[src/hw/rtl/loc_pkg.sv]
`timescale 1ns / 1ps
`default_nettype none
// ---------------------------------------------------------------------------
// Level occupancy calculator package
// Shared constants and size helpers for the level cells.
// ---------------------------------------------------------------------------
package loc_pkg;

    localparam int unsigned NumLevelsDef = 11;
    localparam int unsigned WalkLimit    = 6;
    localparam logic [31:0] AllOnes      = 32'hFFFF_FFFF;

    typedef struct packed {
        logic [31:0] seq;
        logic [3:0]  lvl;
        logic [31:0] below;
        logic [31:0] cs;
        logic [31:0] ss;
    } t_cell_data;

    // Mask of level size minus one: 4^(l+1) - 1.
    function automatic logic [31:0] size_mask(input logic [3:0] l);
        logic [33:0] s;
        s = 34'd1 << ({1'b0, l, 1'b0} + 6'd2);
        return s[31:0] - 32'd1;
    endfunction

    // Mask of level half minus one: 2*4^l - 1.
    function automatic logic [31:0] half_mask(input logic [3:0] l);
        logic [33:0] s;
        s = 34'd1 << ({1'b0, l, 1'b0} + 6'd1);
        return s[31:0] - 32'd1;
    endfunction

endpackage : loc_pkg
`default_nettype wire

[src/hw/rtl/loc_cell.sv]
`timescale 1ns / 1ps
`default_nettype none
// ---------------------------------------------------------------------------
// Level cell
// Works out one level's bucket sizes, with a bounded step-back walk on the
// middle levels, then hands the running lower-level sum to the next cell.
// ---------------------------------------------------------------------------
module loc_cell
    import loc_pkg::*;
#(
    parameter logic [3:0] CellLevel = 4'd0,
    parameter logic [3:0] LastLevel = 4'd10
) (
    input  wire              i_clk,
    input  wire              i_rst_n,
    input  wire              i_go,
    input  wire t_cell_data  i_data,
    output logic             o_go,
    output t_cell_data       o_data
);

    localparam logic [31:0] HalfM  = half_mask(CellLevel);
    localparam logic [31:0] SizeM  = size_mask(CellLevel);
    localparam logic [31:0] PHalfM = (CellLevel == 4'd0) ? 32'd0 : half_mask(CellLevel - 4'd1);
    localparam logic [31:0] PSizeM = (CellLevel == 4'd0) ? 32'd0 : size_mask(CellLevel - 4'd1);
    localparam logic [31:0] Delta  = (CellLevel == 4'd0) ? 32'd0 : PHalfM + 32'd1;
    localparam bit          UseWalk = (CellLevel != 4'd0) && (CellLevel != LastLevel);

    t_cell_data  r_data, n_data;
    logic        r_busy, n_busy;
    logic        r_out, n_out;
    logic [2:0]  r_step, n_step;
    logic [31:0] r_x, n_x;
    logic [31:0] r_acc, n_acc;
    logic [31:0] v_cs, v_ss, v_below;
    logic        v_hit, v_pal;

    always_ff @(posedge i_clk) begin
        if (!i_rst_n) begin
            r_busy <= 1'b0;
            r_out  <= 1'b0;
        end else begin
            r_busy <= n_busy;
            r_out  <= n_out;
        end
        r_data <= n_data;
        r_step <= n_step;
        r_x    <= n_x;
        r_acc  <= n_acc;
    end

    always_comb begin
        n_busy = r_busy;
        n_out  = 1'b0;
        n_data = r_data;
        n_step = r_step;
        n_x    = r_x;
        n_acc  = r_acc;
        v_hit  = ((r_x & HalfM) == 32'd0) || ((r_x & SizeM) == 32'd0);
        v_pal  = ((r_x & PHalfM) == 32'd0) || ((r_x & PSizeM) == 32'd0);
        v_cs   = 32'd0;
        v_ss   = 32'd0;
        v_below = 32'd0;
        if (i_go && (i_data.lvl >= CellLevel)) begin
            n_data = i_data;
            n_busy = 1'b1;
            n_step = 3'd0;
            n_x    = i_data.seq;
            n_acc  = 32'd0;
        end else if (i_go) begin
            n_data = i_data;
            n_out  = 1'b1;
        end else if (r_busy) begin
            if (!UseWalk || ((r_data.seq & ~HalfM) == 32'd0) ||
                    v_hit || (r_step == 3'(WalkLimit))) begin
                if (CellLevel == 4'd0)
                    v_cs = (r_data.seq == 32'd1) ? 32'd1 : 32'd1 + {31'd0, r_data.seq[0]};
                else if (UseWalk && ((r_data.seq & ~HalfM) != 32'd0))
                    v_cs = v_hit && (r_step != 3'(WalkLimit)) ? r_acc + Delta : r_acc;
                else
                    v_cs = r_data.seq - r_data.below;
                if (CellLevel == LastLevel)
                    v_ss = 32'd0;
                else if ((r_data.seq & ~SizeM) != 32'd0)
                    v_ss = HalfM + 32'd1;
                else
                    v_ss = r_data.seq - r_data.below - v_cs;
                if (r_data.lvl == CellLevel)
                    v_below = r_data.below;
                else
                    v_below = r_data.below + v_cs + v_ss;
                n_data.cs    = v_cs;
                n_data.ss    = v_ss;
                n_data.below = v_below;
                n_busy = 1'b0;
                n_out  = 1'b1;
            end else begin
                if (v_pal)
                    n_acc = r_acc + Delta;
                n_x    = (r_x - 32'd1) & ~PHalfM;
                n_step = r_step + 3'd1;
            end
        end
    end

    assign o_go   = r_out;
    assign o_data = r_data;

endmodule : loc_cell
`default_nettype wire

[config.mk]
export PLATFORM = sky130hd
export DESIGN_NAME = loc_cell
export DESIGN_NICKNAME = d
export VERILOG_FILES = /design/src/hw/rtl/loc_pkg.sv /design/src/hw/rtl/loc_cell.sv
export SDC_FILE = /design/constraint.sdc
export NUM_CORES = 1
export LEC_CHECK = 0
export BUFFER_PORTS_ARGS = -buffer_cell sky130_fd_sc_hd__buf_2
export CORE_MARGIN = 1.5
export CORE_UTILIZATION = 31
export DETAILED_ROUTE_END_ITERATION = 8
export PLACE_DENSITY = 0.5
export SYNTH_ARGS = -nofsm -noshare
export SYNTH_HDL_FRONTEND = slang
export SYNTH_SLANG_ARGS = --single-unit
[constraint.sdc]
create_clock -name i_clk -period 10.43 [get_ports i_clk]
set_clock_uncertainty 0.15 [all_clocks]
set_input_delay 3.129 -clock i_clk [delete_from_list [all_inputs] [get_ports i_clk]]
set_output_delay 3.129 -clock i_clk [all_outputs]
set_load 0.005 [all_outputs]
**Word level (Yosys, flattened, before mapping)**

Index checks and enable logic that the tools add are counted.

- Output and inout bits: 133
- Logic and storage cells: 41
- Bits of input ports: 135
- Bits in registers: 134

- Muxes and demuxes: 17
- Bitwise operators: 1
- Eq/ne operators: 3
- Reduce and logical (&&, ||, !) cells: 7
- $lt $le $gt $ge: 1
- $add $sub $neg: 5

Operator list:

| cell | count |
|---|---|
| 32-bit 2-to-1 mux | 8 |
| 96-bit 2-to-1 mux | 2 |
| 132-bit 2-to-1 mux | 1 |
| 32-bit adder | 2 |
| 32-bit subtractor | 2 |
| 36-bit 2-to-1 mux | 1 |
| 32-bit by 1-bit equality test with 1-bit output (second input constant) | 1 |
| 32-bit nonzero test | 1 |
| 4-bit by 1-bit greater-or-equal comparator with 1-bit output (second input constant) | 1 |
| 4-bit zero test | 1 |
| 1-bit 2-to-1 mux | 4 |
| 3-bit inequality test (second input constant) | 1 |
| 3-bit nonzero test | 1 |
| 1-bit by 1-bit adder with 2-bit output (first input constant) | 1 |
| 2-bit 2-to-1 mux | 1 |
| 2-bit by 1-bit inequality test with 1-bit output (second input constant) | 1 |
| 2-bit AND reduction | 1 |
| 2-bit nonzero test | 1 |
| 2-bit OR reduction | 1 |
| 1-bit logical AND | 1 |
| 1-bit inverter | 1 |

**Longest topological paths before layout**

- Word-level depth: 15
- Gate-level depth with buffers: 30

**Worst setup path after synthesis**

Ideal clock, no wire load.

- Path type: reg2reg
- Start point: register r_data (netlist bit o_data[115])
- End point: register r_data (netlist bit o_data[95]), data pin
- Library setup time: 0.145 ns
- Stages on the path, launching flop included: 30
- Path slack: 3.646 ns
- Arrival time: 6.489 ns
- Path buffers: 0
- Data required time: 10.135 ns
- Clock period less this slack: 6.784 ns
- Cells stage by stage: edfxtp_1 -> nor4_1 -> nand4_1 -> or2_2 -> o21ai_1 -> xor2_1 -> ha_1 -> inv_1 -> ha_1 -> or2_2 -> fa_1 -> a211oi_1 -> o21a_1 -> nor2_1 -> o21a_1 -> nor2_1 -> o21ai_0 -> and2_1 -> nor3_1 -> ha_1 -> ha_1 -> a21oi_1 -> inv_1 -> o31ai_4 -> o2111ai_2 -> a221oi_2 -> o31ai_1 -> a31oi_1 -> xnor3_1 -> o21ai_1

RTL lines:

| what | RTL line | RTL |
|---|---|---|
| start, declared | loc_cell.sv:29 | `t_cell_data r_data, n_data;` |
| start signal, assigned | loc_cell.sv:46 | `r_data <= n_data;` |

==> metrics.cfg <==
[yosys]
yosysSeqAreaShare_pct=41.8
syn_nets=1220
synth_cells=959
syn_area_um2=9580
synth.area.top_cells=edfxtp_1 41%, ha_1 16%, and2_1 4.8%
synth-warning-count=0
ys_ff_latch=134
yosysTopAreaCellShare_pct=41.4
synth_commonest_cells=132 x edfxtp_1, 123 x ha_1, 114 x inv_1
synth_edf_count=132
postSynthAreaPerCell_um2=9.99
synth_most_common_cell=edfxtp_1
yosysUniqueCellTypes=60
yosysTopAreaCell=edfxtp_1
ys_async_sr_fraction_pct=0
synth-main-ff-cell=edfxtp_1

[clock_tree]
cts.repair.resized=0
cts_buffers=17
cts_root_buffer=clkbuf_16
post_cts_buffers=0
clk_latency_ps=440
clock_path_buffers=2
cts_tree=built
clk_pin_slew_ps=70
clock_sinks=134
ctsHoldBuffers=0
cts-htree-levels=4

[power]
clockPowerShare_pct=33.2
p_per_area_nw_per_um2=151
switching_power_mw=0.617
ir_drop_v=0.0000930
combPwrFrac_pct=29.3
total_power_mw=1.80
p_leak_nw=5.61
netSwitchingFraction_pct=34.3
p_int_mw=1.18
seq_power_share_pct=37.5

[place]
portBuffers=267
dp_hpwl_um=21500
placed_cells=1597
routabilityCongestion=0.849

[sta]
drv_slew=0
hold_viol_final=0
layout_min_cycle_time_ps=8660
setup_tns_ps=0
finalCritPeriodShare_pct=83.1
worst_pin_slew_ps=1010
fmax_mhz=115
fin_hold_ws_ps=321
relSlewSlack_pct=32.6
rsz0062_at_grt=false
setup_viol=0

[drt]
wl_um=27700
ant_nets=0
wire_per_inst_um=17.0
via_count=7813
drcViolationCount=0
drt-initial-drc-count=404
drt_pass1_iterations=5
avgViaCountPerCell=4.79

[global_routing]
gr-total-overflow=0
grt_pass1_wl_um=41600
track_usage_pct=17.2
grt_pass1_vias=7658
grt_max_degree=82
grt_antenna_before_repair=1

[setup_path]
crit_required_ps=10560
crit_top_cell=ha_1
cp.arrival_ps=8800
crit_path_end_kind=flop
r2r-start=o_data[102]
startpoint_type=flop
path_class=flop to flop
worst-path-max-fanout=48
r2r_cells=30
reg2reg_to=o_data[95]
cp_slowest_stage_delay_ps=580
crit_slowest_cell=o21ai_1
r2r_setup_slack_ps=1770

[floorplan]
start_util_pct=31.4
fp-row-count=64
core-area_um2=30500
die_w_um=179
die-area_um2=32000
num_io_pins=268
die_h_um=179

[cells_and_area]
area_growth_pct=24.3
fin_nets=1481
nFillCells=3150
post-route-util_pct=39.0
multi_input_area_um2=5050
drive_gt1_share_pct=27.3
seqCellArea_um2=4000
layoutNonFillerInstCount=1630

[flow_run]
cap_violations=0

[min_path]
hp-class=flop to flop
min_from=r_busy
holdPathStages=2
hold_end=o_go

[status]
status=complete, no violations

-- cells in the final DEF (no fill, tap or decap), types with 19 or more instances in the layout --
master	netlist	final
a21o_1	22	22
a21oi_1	55	55
and2_1	74	74
buf_2	1	266
edfxtp_1	132	132
ha_1	123	123
inv_1	114	114
nand2_1	81	81
nor2_1	53	53
o21ai_0	33	33
o21ai_1	19	19
o31ai_1	24	24
xnor2_1	30	30
xor2_1	23	23
-- worst max-delay path: cells and delay by family (launching register included) --
kind / cells / cell delay, ps
buffers and inverters: 3 / 460
flip-flops: 1 / 450
AND/OR/NAND/NOR: 8 / 2160
XOR/XNOR: 2 / 370
adder cells (fa/ha/maj): 5 / 1620
AO/OA/AOI/OAI: 12 / 3270
-- state kept, by name (all words and copies together) (netlist names) --
name    count
o_data    132
o_go        1
r_busy      1
-- per-stage QoR --
| step | instance area, µm² | setup WS, ps |
|---|---|---|
| after floorplan | 9580 | 3650 |
| after global placement | 11300 | 1940 |
| after detailed placement | 11300 | 1780 |
| after CTS | 11900 | 1740 |
| after global routing | 11900 | 1230 |
| final | 11900 | 1770 |
-- cells by family (layout without fill, tap and decap cells) --
family / after synthesis / count (layout) / share of synthesized area, %
AO/OA/AOI/OAI: 217 / 217 / 15.0
XOR/XNOR: 54 / 54 / 5.08
adder cells (fa/ha/maj): 126 / 126 / 16.7
buffers and inverters: 142 / 416 / 5.58
flip-flops: 134 / 134 / 41.8
multiplexers: 15 / 15 / 1.75
other: 0 / 1 / 0
AND/OR/NAND/NOR: 271 / 271 / 14.1
-- layer usage --
metal	track usage, %	wire length, µm	vias to the layer above
met4	4.24	306	0
met1	22.9	12900	3616
met3	4.37	1860	16
met2	27.8	12700	255
met5	0	0	-
li1	-	-	3926
-- how the worst max path moves through the flow --
stage / from / to / slack, ps / cells past startpoint
floorplan: o_data[115] / o_data[95] / 3650 / 29
global placement: o_data[102] / o_data[95] / 1940 / 30
detailed placement: o_data[102] / o_data[95] / 1780 / 30
CTS: o_data[102] / o_data[95] / 1740 / 30
global route: o_data[102] / o_data[95] / 1230 / 30
finish: o_data[102] / o_data[95] / 1770 / 30
-- layout make-up --
class / count / share of cell area [%]
repair buffers: 270 / 11.5
clock buffers: 17 / 3.57
multi-input cells: 683 / 42.4
well taps: 396 / 4.16
flip-flops and latches: 134 / 33.6
inverters: 114 / 3.59
diodes: 1 / 0.0210
clock inverters: 15 / 1.16
-- power groups by stage --
stage / sequential [mW] / clock (mW) / combinational [mW]
detailed placement: 0.688 / 0 / 0.530
global placement: 0.686 / 0 / 0.529
CTS: 0.676 / 0.617 / 0.533
finish: 0.675 / 0.597 / 0.527
floorplan: 0.683 / 0 / 0.356
global route: 0.680 / 0.635 / 0.598
Power figures use the tool's default switching activity.
